File: config.mk
export PLATFORM = sky130hd
export DESIGN_NAME = msb_first_bit_packer
export DESIGN_NICKNAME = d
export VERILOG_FILES = /design/src/rtl/mbp_pkg.sv /design/src/rtl/mbp_front.sv /design/src/rtl/mbp_queue.sv /design/src/rtl/mbp_back.sv /design/src/rtl/msb_first_bit_packer.sv
export SDC_FILE = /design/constraint.sdc
export NUM_CORES = 1
export LEC_CHECK = 0
export ABC_CLOCK_PERIOD_IN_PS = 8500
export BUFFER_PORTS_ARGS = -buffer_cell sky130_fd_sc_hd__buf_2
export CAP_MARGIN = 40
export CELL_PAD_IN_SITES_DETAIL_PLACEMENT = 1
export CELL_PAD_IN_SITES_GLOBAL_PLACEMENT = 2
export CORE_ASPECT_RATIO = 1.5
export CORE_MARGIN = 4
export CORE_UTILIZATION = 37
export DETAILED_ROUTE_END_ITERATION = 8
export GPL_TIMING_DRIVEN = 0
export PLACE_DENSITY_LB_ADDON = 0.1
export SLEW_MARGIN = 30
export SYNTH_ARGS = -nofsm -noshare
export SYNTH_HDL_FRONTEND = slang
export SYNTH_SLANG_ARGS = --single-unit
File: constraint.sdc
create_clock -name clk -period 8.5 [get_ports clk]
set_input_delay 0.425 -clock clk [delete_from_list [all_inputs] [get_ports clk]]
set_output_delay 0.425 -clock clk [all_outputs]
set_load 0.005 [all_outputs]
File: src/rtl/mbp_pkg.sv
`default_nettype none

package mbp_pkg;

    // Field widths of the channels.
    localparam int VALUE_W = 64;
    localparam int COUNT_W = 7;
    localparam int BYTE_W  = 8;

    // Largest number of bits one item may append; wider requests saturate here.
    localparam logic [COUNT_W-1:0] MAX_WIDTH = COUNT_W'(64);

    // The working window holds a partial byte plus one full value.
    localparam int WIN_W = VALUE_W + BYTE_W;

    // Input item as it arrives on the input channel.
    typedef struct packed {
        logic [VALUE_W-1:0] value;
        logic [COUNT_W-1:0] width;
        logic               end_of_message;
    } in_item_t;

    // Result item as it leaves on the output channel.
    typedef struct packed {
        logic [BYTE_W-1:0] out_byte;
        logic              last_of_run;
        logic              padded;
    } out_item_t;

    // Classified item: bits left aligned and masked, width saturated.
    typedef struct packed {
        logic [VALUE_W-1:0] bits;
        logic [COUNT_W-1:0] width;
        logic               eom;
    } job_t;

endpackage

`default_nettype wire

File: src/rtl/mbp_front.sv
`default_nettype none

module mbp_front
    import mbp_pkg::*;
(
    input  wire in_item_t item,
    output job_t          job
);

    logic [COUNT_W-1:0] sat_width;
    logic [COUNT_W-1:0] shift_amt;

    // Saturate the width and push the wanted bits to the top of the word.
    // The left shift also discards every bit above the given width.
    always_comb
    begin
        sat_width = (item.width > MAX_WIDTH) ? MAX_WIDTH : item.width;
        shift_amt = COUNT_W'(VALUE_W) - sat_width;
        job.bits  = item.value << shift_amt;
        job.width = sat_width;
        job.eom   = item.end_of_message;
    end

endmodule

`default_nettype wire

File: src/rtl/mbp_queue.sv
`default_nettype none

module mbp_queue
    import mbp_pkg::*;
(
    input  wire        clk,
    input  wire        rst_n,
    input  wire        push,
    input  wire job_t  push_data,
    output logic       full,
    input  wire        pop,
    output logic       head_valid,
    output job_t       head_data
);

    job_t       entry_reg [2];
    logic       wr_ptr_reg;
    logic       wr_ptr_next;
    logic       rd_ptr_reg;
    logic       rd_ptr_next;
    logic [1:0] count_reg;
    logic [1:0] count_next;

    // Status seen by both sides.
    assign full       = (count_reg == 2'd2);
    assign head_valid = (count_reg != 2'd0);
    assign head_data  = entry_reg[rd_ptr_reg];

    // Pointer and occupancy update.
    always_comb
    begin
        wr_ptr_next = push ? ~wr_ptr_reg : wr_ptr_reg;
        rd_ptr_next = pop ? ~rd_ptr_reg : rd_ptr_reg;
        count_next  = count_reg + 2'(push) - 2'(pop);
    end

    always_ff @(posedge clk or negedge rst_n)
    begin
        if (!rst_n)
        begin
            wr_ptr_reg <= 1'b0;
            rd_ptr_reg <= 1'b0;
            count_reg  <= 2'd0;
        end
        else
        begin
            wr_ptr_reg <= wr_ptr_next;
            rd_ptr_reg <= rd_ptr_next;
            count_reg  <= count_next;
        end
    end

    // Storage for queued items needs no reset.
    always_ff @(posedge clk)
    begin
        if (push)
        begin
            entry_reg[wr_ptr_reg] <= push_data;
        end
    end

endmodule

`default_nettype wire

File: src/rtl/mbp_back.sv
`default_nettype none

module mbp_back
    import mbp_pkg::*;
(
    input  wire        clk,
    input  wire        rst_n,
    input  wire        head_valid,
    input  wire job_t  head_data,
    output logic       pop,
    output logic       out_valid,
    input  wire        out_ready,
    output out_item_t  out_data
);

    logic               act_reg;
    logic               act_next;
    logic [WIN_W-1:0]   win_reg;
    logic [WIN_W-1:0]   win_next;
    logic [COUNT_W-1:0] n_reg;
    logic [COUNT_W-1:0] n_next;
    logic               eom_reg;
    logic               eom_next;
    logic [BYTE_W-1:0]  pend_reg;
    logic [BYTE_W-1:0]  pend_next;
    logic [2:0]         pcnt_reg;
    logic [2:0]         pcnt_next;
    logic               ov_reg;
    logic               ov_next;
    out_item_t          od_reg;
    out_item_t          od_next;

    logic               emit_full;
    logic               emit_pad;
    logic               emit;
    logic               out_free;
    logic               step;
    logic [COUNT_W-1:0] n_after;
    logic               rem_emit;
    logic               done;
    logic [BYTE_W-1:0]  left_bits;
    logic [2:0]         left_cnt;
    logic [BYTE_W-1:0]  cur_bits;
    logic [2:0]         cur_cnt;
    logic               load;

    // Decide what the current item emits this cycle.
    always_comb
    begin
        emit_full = act_reg && (n_reg >= COUNT_W'(BYTE_W));
        emit_pad  = act_reg && (n_reg < COUNT_W'(BYTE_W)) && eom_reg && (n_reg != '0);
        emit      = emit_full || emit_pad;
        out_free  = !ov_reg || out_ready;
        step      = emit && out_free;
        n_after   = n_reg - COUNT_W'(BYTE_W);
        rem_emit  = emit_full && ((n_after >= COUNT_W'(BYTE_W))
                                  || (eom_reg && (n_after != '0)));
        done      = act_reg && (!emit || (step && !rem_emit));
    end

    // Bits left over once the item is finished.
    always_comb
    begin
        if (!emit)
        begin
            left_bits = win_reg[WIN_W-1 -: BYTE_W];
            left_cnt  = n_reg[2:0];
        end
        else if (emit_pad)
        begin
            left_bits = '0;
            left_cnt  = '0;
        end
        else
        begin
            left_bits = win_reg[WIN_W-BYTE_W-1 -: BYTE_W];
            left_cnt  = n_after[2:0];
        end
        cur_bits = done ? left_bits : pend_reg;
        cur_cnt  = done ? left_cnt : pcnt_reg;
        load     = head_valid && (!act_reg || done);
        pop      = load;
    end

    // Window, held bits and output register.
    always_comb
    begin
        act_next  = act_reg;
        win_next  = win_reg;
        n_next    = n_reg;
        eom_next  = eom_reg;
        pend_next = done ? left_bits : pend_reg;
        pcnt_next = done ? left_cnt : pcnt_reg;
        ov_next   = ov_reg;
        od_next   = od_reg;

        if (step)
        begin
            win_next = win_reg << BYTE_W;
            n_next   = emit_pad ? '0 : n_after;
        end

        if (load)
        begin
            act_next = 1'b1;
            win_next = {cur_bits, {VALUE_W{1'b0}}}
                       | ({head_data.bits, {BYTE_W{1'b0}}} >> cur_cnt);
            n_next   = COUNT_W'(cur_cnt) + head_data.width;
            eom_next = head_data.eom;
        end
        else if (done)
        begin
            act_next = 1'b0;
        end

        if (step)
        begin
            ov_next             = 1'b1;
            od_next.out_byte    = win_reg[WIN_W-1 -: BYTE_W];
            od_next.last_of_run = emit_pad || !rem_emit;
            od_next.padded      = emit_pad;
        end
        else if (out_ready)
        begin
            ov_next = 1'b0;
        end
    end

    always_ff @(posedge clk or negedge rst_n)
    begin
        if (!rst_n)
        begin
            act_reg  <= 1'b0;
            pend_reg <= '0;
            pcnt_reg <= '0;
            ov_reg   <= 1'b0;
        end
        else
        begin
            act_reg  <= act_next;
            pend_reg <= pend_next;
            pcnt_reg <= pcnt_next;
            ov_reg   <= ov_next;
        end
    end

    // Window and result payload need no reset.
    always_ff @(posedge clk)
    begin
        win_reg <= win_next;
        n_reg   <= n_next;
        eom_reg <= eom_next;
        od_reg  <= od_next;
    end

    assign out_valid = ov_reg;
    assign out_data  = od_reg;

    // The window never holds more than seven held bits plus one full value.
    assert property (@(posedge clk) disable iff (!rst_n)
        act_reg |-> (n_reg <= COUNT_W'(VALUE_W + BYTE_W - 1)))
        else $error("window bit count out of range");

    // A padded byte always closes the run of its item.
    assert property (@(posedge clk) disable iff (!rst_n)
        (ov_reg && od_reg.padded) |-> od_reg.last_of_run)
        else $error("padded byte not marked last");

    // Finishing a flushing item leaves nothing held.
    assert property (@(posedge clk) disable iff (!rst_n)
        (done && eom_reg) |=> (pcnt_reg == 3'd0))
        else $error("bits held after end of message");

    // A byte is only moved into the output register when it has room.
    assert property (@(posedge clk) disable iff (!rst_n)
        (ov_reg && !out_ready) |=> (ov_reg && $stable(od_reg)))
        else $error("pending result overwritten");

endmodule

`default_nettype wire

File: src/rtl/msb_first_bit_packer.sv
`default_nettype none

// MSB-first bit packer. Each input item appends the low width bits of value
// (width saturates at 64) to a byte stream, most significant bit first, and
// every byte that fills leaves on the output channel with its first bit in
// bit 7; end_of_message flushes a partial byte padded with zeros on the low
// side, and last_of_run marks the final byte an item causes. An item
// occupies the emitting stage until it has emitted every byte it completes,
// and the output register takes one byte per cycle unless the receiver
// stalls it. A two-entry queue sits between the classifying front and the
// emitting stage, so input items are taken while earlier bytes are still
// being delivered.
module msb_first_bit_packer
    import mbp_pkg::*;
(
    input  wire             clk,
    input  wire             rst_n,
    input  wire             in_valid,
    output logic            in_ready,
    input  wire in_item_t   in_data,
    output logic            out_valid,
    input  wire             out_ready,
    output out_item_t       out_data
);

    job_t job;
    job_t head_data;
    logic full;
    logic head_valid;
    logic pop;

    // Classify the incoming item.
    mbp_front u_front (
        .item (in_data),
        .job  (job)
    );

    // Decouple acceptance from byte emission.
    assign in_ready = !full;

    mbp_queue u_queue (
        .clk        (clk),
        .rst_n      (rst_n),
        .push       (in_valid && in_ready),
        .push_data  (job),
        .full       (full),
        .pop        (pop),
        .head_valid (head_valid),
        .head_data  (head_data)
    );

    // Pack bits and emit bytes.
    mbp_back u_back (
        .clk        (clk),
        .rst_n      (rst_n),
        .head_valid (head_valid),
        .head_data  (head_data),
        .pop        (pop),
        .out_valid  (out_valid),
        .out_ready  (out_ready),
        .out_data   (out_data)
    );

endmodule

`default_nettype wire

; Word level (Yosys, flattened, before mapping)
; Memory sizes are Yosys's and may differ from the RTL's.
; Cells that the tools add are included.
[totals]
regBits = 107
mem_bits_rw = 144
out_inout_bits = 12
mem_count = 1
[classes]
n_lt_le_gt_ge = 4
add_sub_neg = 5
shift = 2
muxes = 18
reduce_logical = 28
bitwise = 3
eq_ne = 1
[mem_list]
columns = memory, words, word_bits, rd, rd_ports_with_merged_regs, wr, line_no
row1 = u_queue.entry_reg, 2, 72, 1, 0, 1, mbp_queue.sv:16  ; job_t entry_reg [2];
[op_table]
columns = operator, n
row1 = 72-bit 2-to-1 mux, 2
row2 = 72-bit bitwise OR, 1
row3 = 72-bit by 3-bit >> shifter with 72-bit output, 1
row4 = 64-bit by 7-bit << shifter with 64-bit output, 1
row5 = 7-bit 2-to-1 mux, 4
row6 = 8-bit 2-to-1 mux, 3
row7 = "7-bit by 4-bit >= comparator with 1-bit output, second input constant", 2
row8 = 7-bit nonzero test, 2
row9 = 1-bit logical AND, 11
row10 = 3-bit 2-to-1 mux, 3
row11 = 2-bit nonzero test, 4
row12 = 3-bit by 7-bit adder with 7-bit output, 1
row13 = "7-bit > comparator, second input constant", 1
row14 = "7-bit by 4-bit less-than comparator with 1-bit output, second input constant", 1
row15 = "7-bit by 4-bit subtractor with 7-bit output, second input constant", 1
row16 = "7-bit subtractor, first input constant", 1
row17 = 1-bit logical OR, 6
row18 = 1-bit 2-to-1 mux, 6
row19 = 1-bit zero test, 5
row20 = 2-bit by 1-bit adder with 2-bit output, 1
row21 = "2-bit equality test, second input constant", 1
row22 = 1-bit inverter, 2
row23 = 2-bit by 1-bit subtractor with 2-bit output, 1

; Logic depth before layout (Yosys ltp)
; Gate-level depths: netlist (run 1).
[depth]
depth_word = 13
depth_mapped = 15
ltp_nobuf = 13

; Hierarchy
; A second synthesis (run 1) with hierarchy kept.
[hier_totals]
cells_unflattened = 1597
area_unflattened_um2 = 17887.2
[modules_own_cells]
columns = module, cells_per_inst, area_per_inst_um2, instances, seq_area_each_um2
row1 = mbp_back, 605, 6651.4, 1, 2997.9
row2 = mbp_queue, 239, 5744.3, 1, 4424.2
row3 = mbp_front, 751, 5481.5, 1, 0.0
row4 = msb_first_bit_packer, 2, 10.0, 1, 0.0

; Worst setup path before layout (run 1)
; OpenSTA, ideal clock, no wires.
[synth_timing]
path_type = reg2reg
start = register u_back.n_reg[4]
end = register u_back.n_reg[3], enable pin
path_slack_ns = 0.770
t_required_ns = 7.888
arrival_ns = 7.119
stages_incl_launch_ff = 8
setup_ns = 0.612
path_buffers = 1
cell_sequence = edfxtp_1 > inv_1 > ha_1 > or4b_1 > a31o_2 > buf_2 > and2_1 > o21ai_0
[synth_between]
elab_chain_cells = 12
elab_cells_between_ends = 23
[synth_rtl]
columns = element, line_no
row1 = from (decl), mbp_back.sv:20  ; logic [COUNT_W-1:0] n_reg;
row2 = from (signal assigned), mbp_back.sv:151  ; n_reg <= n_next;
row3 = branches (longest 11 deep; another with 7-bit by 4-bit subtractor with 7-bit output), n/a
row4 = 2-bit nonzero test (no source line) *, n/a
; Mark *: on every way between the ends.
; A chain may end at the register's enable or synchronous reset.

; Worst setup path in the final report (run 1)
[layout_timing]
start = register u_back.n_reg[3]
end = register u_back.n_reg[4] (data pin)
[layout_between]
elab_chain_cells = 12
elab_cells_between_ends = 29
[layout_rtl]
columns = element, line_no
row1 = branches (longest 9 deep; another with 7-bit by 4-bit subtractor with 7-bit output), n/a
row2 = 3-bit 2-to-1 mux *, mbp_back.sv:80  ; cur_cnt = done ? left_cnt : pcnt_reg;
row3 = named net u_back.cur_cnt[0], mbp_back.sv:44  ; logic [2:0] cur_cnt;
row4 = 3-bit by 7-bit adder with 7-bit output *, mbp_back.sv:108  ; n_next = COUNT_W'(cur_cnt) + head_data.width;
row5 = 7-bit 2-to-1 mux *, mbp_back.sv:103  ; if (load)
row6 = named net u_back.n_next[4], mbp_back.sv:21  ; logic [COUNT_W-1:0] n_next;
; Mark *: on every way through the listed nets, which the timed path passes. The select of a mux whose other input is x is not followed.

==> out/qor.csv, run 1 <==
stage,metric,value,unit
status,outcome,finished clean,
global_routing,grt_max_degree,41,
layout,fillers,5136,
worst_setup_path,cp.arrival,5200,ps
clock_network,cts_inserted_buffers,27,
floorplan,start_util,0.376,
timing,fin_ws,3610,ps
worst_setup_path,critPathLaunchType,flop,
synthesis,ys.flop_type,edfxtp_1,
power_and_ir_drop,p_leak,7.67,nW
floorplan,die_h,273,um
global_routing,antenna_found_initial,0,
synthesis,synth_cells,1621,
floorplan,pin_count,88,
synthesis,ys_seq_area_frac,0.428,
timing,min_period,4890,ps
floorplan,core,46100,sq um
routing,antenna_left,0,
worst_setup_path,path_max_fanout,11,
worst_setup_path,endpoint_kind,flop,
timing,clock_skew,34.7,ps
timing,setup_viol_count_final,0,
timing,finalSetupTns,0,ps
global_routing,grt_overflow_total,0,
routing,drt_iter0_drc,1002,
timing,slew_viol_final,0,
placed_design,place_ws,3400,ps
synthesis,syn_avg_cell_area,10.7,sq um
clock_network,insertion_delay,580,ps
synthesis,syn-cell-area,17300,sq um
synthesis,synth.net_count,1706,
synthesis,synth-edff-count,233,
clock_network,htreeDepth,1,
synthesis,synth_compound_area_frac,0.141,
layout,post_layout_nonfiller_instances,2376,
layout,fin_nets,1852,
layout,diodes,0,
placed_design,gp_congestion,0.901,
min_path,hold_path.class,primary input to flop,
timing,finalHoldViolations,0,
synthesis,synth_cell_type_count,67,
clock_network,path_clk_slew,70,ps
routing,route.detailed.drc,0,
layout,area_growth,14.4,%
power_and_ir_drop,powerDensity,388,nW/um^2
power_and_ir_drop,peakVddDrop,0.175,mV
timing,rsz0062_at_grt,no,
routing,post_drt_wl_per_cell,27.8,um
timing,slew_headroom,0.344,
routing,vias_per_cell,6.08,
global_routing,gr-usage-all-layers,0.258,
power_and_ir_drop,p_comb_frac,0.563,
synthesis,synthMuxAreaShare,0.265,
routing,vias,14439,
synthesis,synth_top_family_by_area,multiplexers,
synthesis,yosys_register_bits,250,
power_and_ir_drop,intPower,0.00416,W
synthesis,synth-xor-area-share,0.00808,
layout,layout-drive-gt1-share,0.162,
power_and_ir_drop,swShare,0.460,
power_and_ir_drop,power.total,0.00771,W
clock_network,cts_tree,yes,
routing,routed_wl,66.1,mm
placed_design,dp_cells,2318,
floorplan,fp-row-count,96,
clock_network,root_buffer,clkbuf_16,
layout,final_common_cell,mux2i_1,
layout,layout_common_cells,"mux2i_1 (353), edfxtp_1 (233), nor2_1 (187)",
synthesis,yosys.area_share.simple,0.114,
job,maxCapViolCount,0,
power_and_ir_drop,clockPowerShare,0.147,
global_routing,grt_pass1_vias,15706,
worst_setup_path,crit_type,flop to flop,
global_routing,grt_pass1_wl,99.4,mm
synthesis,ys_warn_count,0,
synthesis,postSynth.asyncResetShare,0.0680,
timing,worst_pin_slew,982,ps
placed_design,port_buffers,86,
clock_network,cts.sinks,250,
layout,largest_reg_flops,144,
timing,fin_crit_sh,0.575,
layout,final_util,0.430,
routing,drt-pass1-iter-count,5,
power_and_ir_drop,pwr-share-seq,0.290,
clock_network,clk_path_buf_depth,3,
timing,fmax,0.205,GHz
floorplan,die_area,50500,sq um
synthesis,synth_adder_area_share,0.00692,
worst_setup_path,cp.required,8820,ps
power_and_ir_drop,p_switching,0.00355,W
floorplan,die_width,185,um
placed_design,hpwl,52.7,mm
routing by layer:
layer / global-route usage / routed length, um / vias to the layer above
li1: - / - / 6573
met1: 0.302 / 25900 / 7368
met2: 0.472 / 34500 / 365
met3: 0.0221 / 1920 / 133
met4: 0.122 / 3790 / 0
met5: 0 / 0 / -
cell usage after synthesis, types with 10 or more instances:
cell type,n,area (sq um)
inv_1,12,45.0
mux2_2,27,304
dfrtp_1,17,425
nor2b_1,16,100
or3_1,10,62.6
buf_2,46,230
xnor2_1,11,96.3
a211oi_1,15,113
nand2_1,134,503
nor3_1,48,240
a2111oi_1,20,200
edfxtp_1,233,7000
nor2_1,188,706
mux4_2,33,743
a2111oi_0,16,140
o221ai_1,45,394
and3_1,11,68.8
mux2i_1,353,3530
o21ai_0,13,65.1
clkbuf_1,71,267
o31ai_1,10,75.1
o22ai_1,34,213
buf_1,14,52.6
a211o_1,15,131
a21oi_1,73,365
o2111a_1,13,146
nand3_1,23,115
power by group through the flow:
| stage | Clock [W] | Sequential [W] | Combinational [W] |
|---|---|---|---|
| 2_1_floorplan | 0 | 0.00220 | 0.00270 |
| 3_3_place_gp | 0 | 0.00232 | 0.00402 |
| 3_5_place_dp | 0 | 0.00226 | 0.00429 |
| 4_1_cts | 0.00116 | 0.00223 | 0.00431 |
| 5_1_grt | 0.00121 | 0.00228 | 0.00467 |
| 6_report | 0.00113 | 0.00223 | 0.00434 |
final timing paths:
check | cells after the start | start | to | slack, ps
setup reg to reg | 14 | u_back.n_reg[3] | u_back.n_reg[4] | 3610
hold reg to reg | 0 | u_back.win_reg[70] | u_back.out_data[8] | 450
setup / recovery | 14 | u_back.n_reg[3] | u_back.n_reg[4] | 3610
hold / removal | 1 | in_data[0] | u_queue.entry_reg[0][0] | 50
max in group asynchronous | 2 | rst_n | u_back.pend_reg[4] | 7810
min in group asynchronous | 2 | rst_n | u_queue.count_reg[1] | 360
stage by stage:
| step | hold WS [ps] | cell area (sq um) |
|---|---|---|
| after floorplan | 129 | 17300 |
| after global placement | 422 | 18500 |
| after detailed placement | 420 | 19000 |
| after CTS | 31.0 | 19800 |
| after global routing | 37.3 | 19800 |
| final | 50.4 | 19800 |
critical path: stages (launching register included):
cell      delay, ps
edfxtp_1        470
inv_1           110
ha_1            320
nor4b_1         360
mux2_4          390
or3_1           350
buf_2           180
a31oi_2         460
inv_1           240
clkbuf_1        320
ha_1            320
fa_1            450
a21oi_1         290
o21ai_0         130
a31o_2          270
final cells by class:
class                           instances  area (sq um)  share of cell area
Multi-Input combinational cell       1219          9370               0.472
Tap cell                              588           736              0.0371
Clock buffer                           33           698              0.0352
Timing Repair Buffer                  117           828              0.0417
Buffer                                137           598              0.0301
Sequential cell                       250          7420               0.374
Inverter                               15          56.3             0.00284
Clock inverter                         17           135             0.00681
repair_timing:
item | CTS | global route
hold buffers | 1 | 0
hold endpoints to repair | 17 | 0
setup buffers | 0 | 0
gates resized for setup | 0 | 0
logic make-up (layout without fill, tap and decap cells):
kind of cell | count (synthesis) | after routing
fa+ha+maj | 9 | 9
compound gates | 325 | 325
simple gates | 455 | 455
buf+inv | 152 | 319
xor+xnor | 16 | 16
flops | 250 | 250
mux | 414 | 414
(Power assumes the default switching activity.)
==> run 2, diff against run 1 <==
ABC_AREA = 1   (was not set)
ABC_CLOCK_PERIOD_IN_PS = 4600   (was 8500)
clock period = 4.6 ns   (was 8.5 ns; I/O delays follow)
==> out/qor.csv, run 2 <==
stage,metric,value,unit,change
status,outcome,finished clean,,
worst_setup_path,cp.required,4940,ps,-3880 ps
synthesis,synth-edff-count,233,,unchanged
job,maxCapViolCount,0,,unchanged
global_routing,gr-usage-all-layers,0.284,,+0.0259
worst_setup_path,r2r-start,u_back.n_reg[3],,
clock_network,cts_hold_buf,4,,+3
global_routing,grt_pass1_vias,16377,,+4.3%
timing,fin_ws,632,ps,-2980 ps
timing,clock_skew,14.7,ps,-20.1 ps
routing,drt_iter0_drc,729,,-27%
synthesis,synth_cells,2072,,+28%
routing,antenna_left,0,,unchanged
floorplan,start_util,0.375,,-0.00116
power_and_ir_drop,p_comb_frac,0.534,,-0.029
power_and_ir_drop,clockPowerShare,0.160,,+0.013
clock_network,insertion_delay,550,ps,-30 ps
synthesis,synth_area_leader_cell,edfxtp_1,,
timing,worst_pin_slew,845,ps,-137 ps
timing,slew_headroom,0.430,,+0.0867
clock_network,root_buffer,clkbuf_16,,
power_and_ir_drop,pwr-share-seq,0.306,,+0.016
synthesis,synth.net_count,2157,,+26%
timing,rsz0062_at_grt,no,,
floorplan,pin_count,88,,unchanged
routing,routed_wl,67.7,mm,+2.4%
worst_setup_path,crit_top_cell,buf_2,,
min_path,min_to,u_queue.entry_reg[0][7],,
worst_setup_path,crit_type,primary input to flop,,
timing,finalHoldViolations,0,,unchanged
floorplan,die_area,47100,sq um,-6.7%
routing,vias_per_cell,5.48,,-9.8%
timing,min_period,3970,ps,
global_routing,grt_pass1_wl,100,mm,+0.92%
clock_network,cts_tree,yes,,
synthesis,ys_seq_area_frac,0.460,,+0.0319
layout,layout-drive-gt1-share,0.126,,-0.0358
power_and_ir_drop,powerDensity,714,nW/um^2,+84%
floorplan,fp-row-count,93,,-3.1%
timing,hold_ws,37.9,ps,-12.5 ps
routing,drt-pass1-iter-count,5,,unchanged
synthesis,ys_warn_count,0,,unchanged
clock_network,path_clk_slew,70,ps,about the same
layout,diodes,0,,unchanged
power_and_ir_drop,p_leak,8.00,nW,+4.3%
timing,fin_crit_sh,0.863,,
timing,setup_viol_count_final,0,,unchanged
layout,final_common_cell,nand2_1,,
worst_setup_path,slowest_delay,720,ps,+250 ps
floorplan,die_h,264,um,-3.4%
worst_setup_path,r2r_slack,740,ps,-2870 ps
layout,fin_nets,2284,,+23%
worst_setup_path,path_cells,buf_2 -> inv_2 -> nand2_2 -> buf_6 -> buf_2 -> buf_2 -> ha_1 -> buf_2 -> clkinv_1 -> clkbuf_1 -> o21ai_0 -> o21ai_0 -> mux2i_1 -> nand2_1 -> nand2_1 -> nor2_1,,
synthesis,ys_top_cells_by_area,"edfxtp_1 (43%), nand2_1 (17%), nand3_1 (11%)",,
min_path,hold_path.class,primary input to flop,,
power_and_ir_drop,intPower,0.00686,W,+65%
min_path,min_from,in_data[7],,
synthesis,ys.flop_type,edfxtp_1,,
clock_network,cts_inserted_buffers,24,,-11%
global_routing,grt_max_degree,45,,+9.8%
clock_network,clk_path_buf_depth,3,,unchanged
worst_setup_path,endpoint_kind,flop,,
synthesis,yosys_register_bits,250,,unchanged
placed_design,hpwl,55.9,mm,+5.9%
worst_setup_path,r2r_end,u_back.n_reg[5],,
global_routing,antenna_found_initial,0,,unchanged
synthesis,postSynth.asyncResetShare,0.0680,,unchanged
placed_design,place_ws,82.2,ps,-3320 ps
worst_setup_path,cp.arrival,4310,ps,-890 ps
routing,post_drt_wl_per_cell,24.3,um,-13%
routing,route.detailed.drc,0,,unchanged
power_and_ir_drop,peakVddDrop,0.325,mV,+85%
synthesis,synth_top_area_frac,0.433,,+0.0301
worst_setup_path,r2r_cells,18,,+4
layout,area_growth,13.9,%,
worst_setup_path,critPathLaunchType,primary input,,
global_routing,grt_overflow_total,0,,unchanged
synthesis,yosysMostFrequentCell,nand2_1,,
power_and_ir_drop,p_switching,0.00628,W,+77%
worst_setup_path,path_max_fanout,10,,-1
worst_setup_path,cp_slowest_cell,o21ai_0,,
synthesis,syn-cell-area,16100,sq um,-6.9%
power_and_ir_drop,swShare,0.478,,+0.0177
clock_network,htreeDepth,1,,unchanged
synthesis,synth_common_cells,"nand2_1 (727), nand3_1 (345), edfxtp_1 (233), o21ai_0 (144), inv_1 (110)",,
synthesis,synth_cell_type_count,45,,-33%
clock_network,cts.sinks,250,,unchanged
clock_network,post_cts_buffers,0,,unchanged
layout,fillers,5356,,+4.3%
timing,slew_viol_final,0,,unchanged
placed_design,port_buffers,87,,+1.2%
layout,layout_common_cells,"nand2_1 (726), nand3_1 (345), edfxtp_1 (233)",,
routing,vias,15270,,+5.8%
clock_network,post_cts_resized,0,,unchanged
synthesis,syn_avg_cell_area,7.79,sq um,-27%
floorplan,die_width,179,um,-3.4%
layout,largest_reg_flops,144,,unchanged
floorplan,core,43100,sq um,-6.7%
min_path,whs_path_depth,2,,+1
timing,fmax,0.252,GHz,
placed_design,gp_congestion,1.02,,+13%
==> run 2: cell type report <==
cell class | instances | area (sq um) | area share
inverter | 127 | 482 | 0.0262
multi-input combinational | 1557 | 7560 | 0.411
buffer | 138 | 699 | 0.0380
sequential | 250 | 7420 | 0.404
clock inverter | 18 | 195 | 0.0106
clock buffer | 25 | 626 | 0.0340
tap | 570 | 713 | 0.0388
timing repair buffer | 101 | 687 | 0.0374
==> run 2: power by group through the flow <==
stage | clock network, W | registers (W) | logic, W
after floorplan | 0 | 0.00400 | 0.00440
after global placement | 0 | 0.00415 | 0.00665
after detailed placement | 0 | 0.00407 | 0.00694
after CTS | 0.00212 | 0.00402 | 0.00699
after global routing | 0.00222 | 0.00408 | 0.00767
final | 0.00210 | 0.00402 | 0.00702
==> run 2: through the flow <==
step | std cells | util | total power [W] | setup TNS, ps | cell area, sq um
finish | 2786 | 0.427 | 0.0131 | 0 | 18400
global route | 2786 | 0.427 | 0.0140 | 0 | 18400
CTS | 2785 | 0.427 | 0.0131 | 0 | 18400
detailed placement | 2738 | 0.407 | 0.0110 | 0 | 17500
global placement | 2729 | 0.402 | 0.0108 | -231300 | 17300
floorplan | 2072 | - | 0.00839 | 0 | 16100
==> run 2: logic make-up (layout without fill, tap and decap cells) <==
group,Yosys count,after routing,share of synthesized area
simple gates,1217,1217,0.323
compound gates,271,271,0.100
buf+inv,265,409,0.0732
flops,250,250,0.460
mux,53,53,0.0329
fa+ha+maj,9,9,0.00744
xor+xnor,7,7,0.00380
==> run 2: how the worst max path moves through the flow <==
stage          depth (start not counted)                  from  slack, ps                       end
2_1_floorplan                          3  u_queue.count_reg[1]        420   u_queue.entry_reg[1][0]
3_3_place_gp                           3  u_queue.count_reg[1]      -1140  u_queue.entry_reg[1][40]
3_5_place_dp                          16            in_data[7]         80  u_queue.entry_reg[1][38]
4_1_cts                               16            in_data[7]        650  u_queue.entry_reg[0][38]
5_1_grt                               18       u_back.n_reg[3]        450           u_back.n_reg[5]
6_report                              16            in_data[7]        630  u_queue.entry_reg[0][38]
==> run 2: critical path, delay by kind of cell <==
kind	cells	cell delay, ps
buf+inv	8	1740
fa+ha+maj	1	290
simple gates	4	770
mux	1	270
compound gates	2	990
==> run 2: per-layer routing <==
metal,up-vias,part of all wire,track usage
met3,184,0.027,0.0258
met2,365,0.55,0.561
li1,7320,-,-
met4,0,0.082,0.190
met5,-,0,0
met1,7401,0.34,0.268
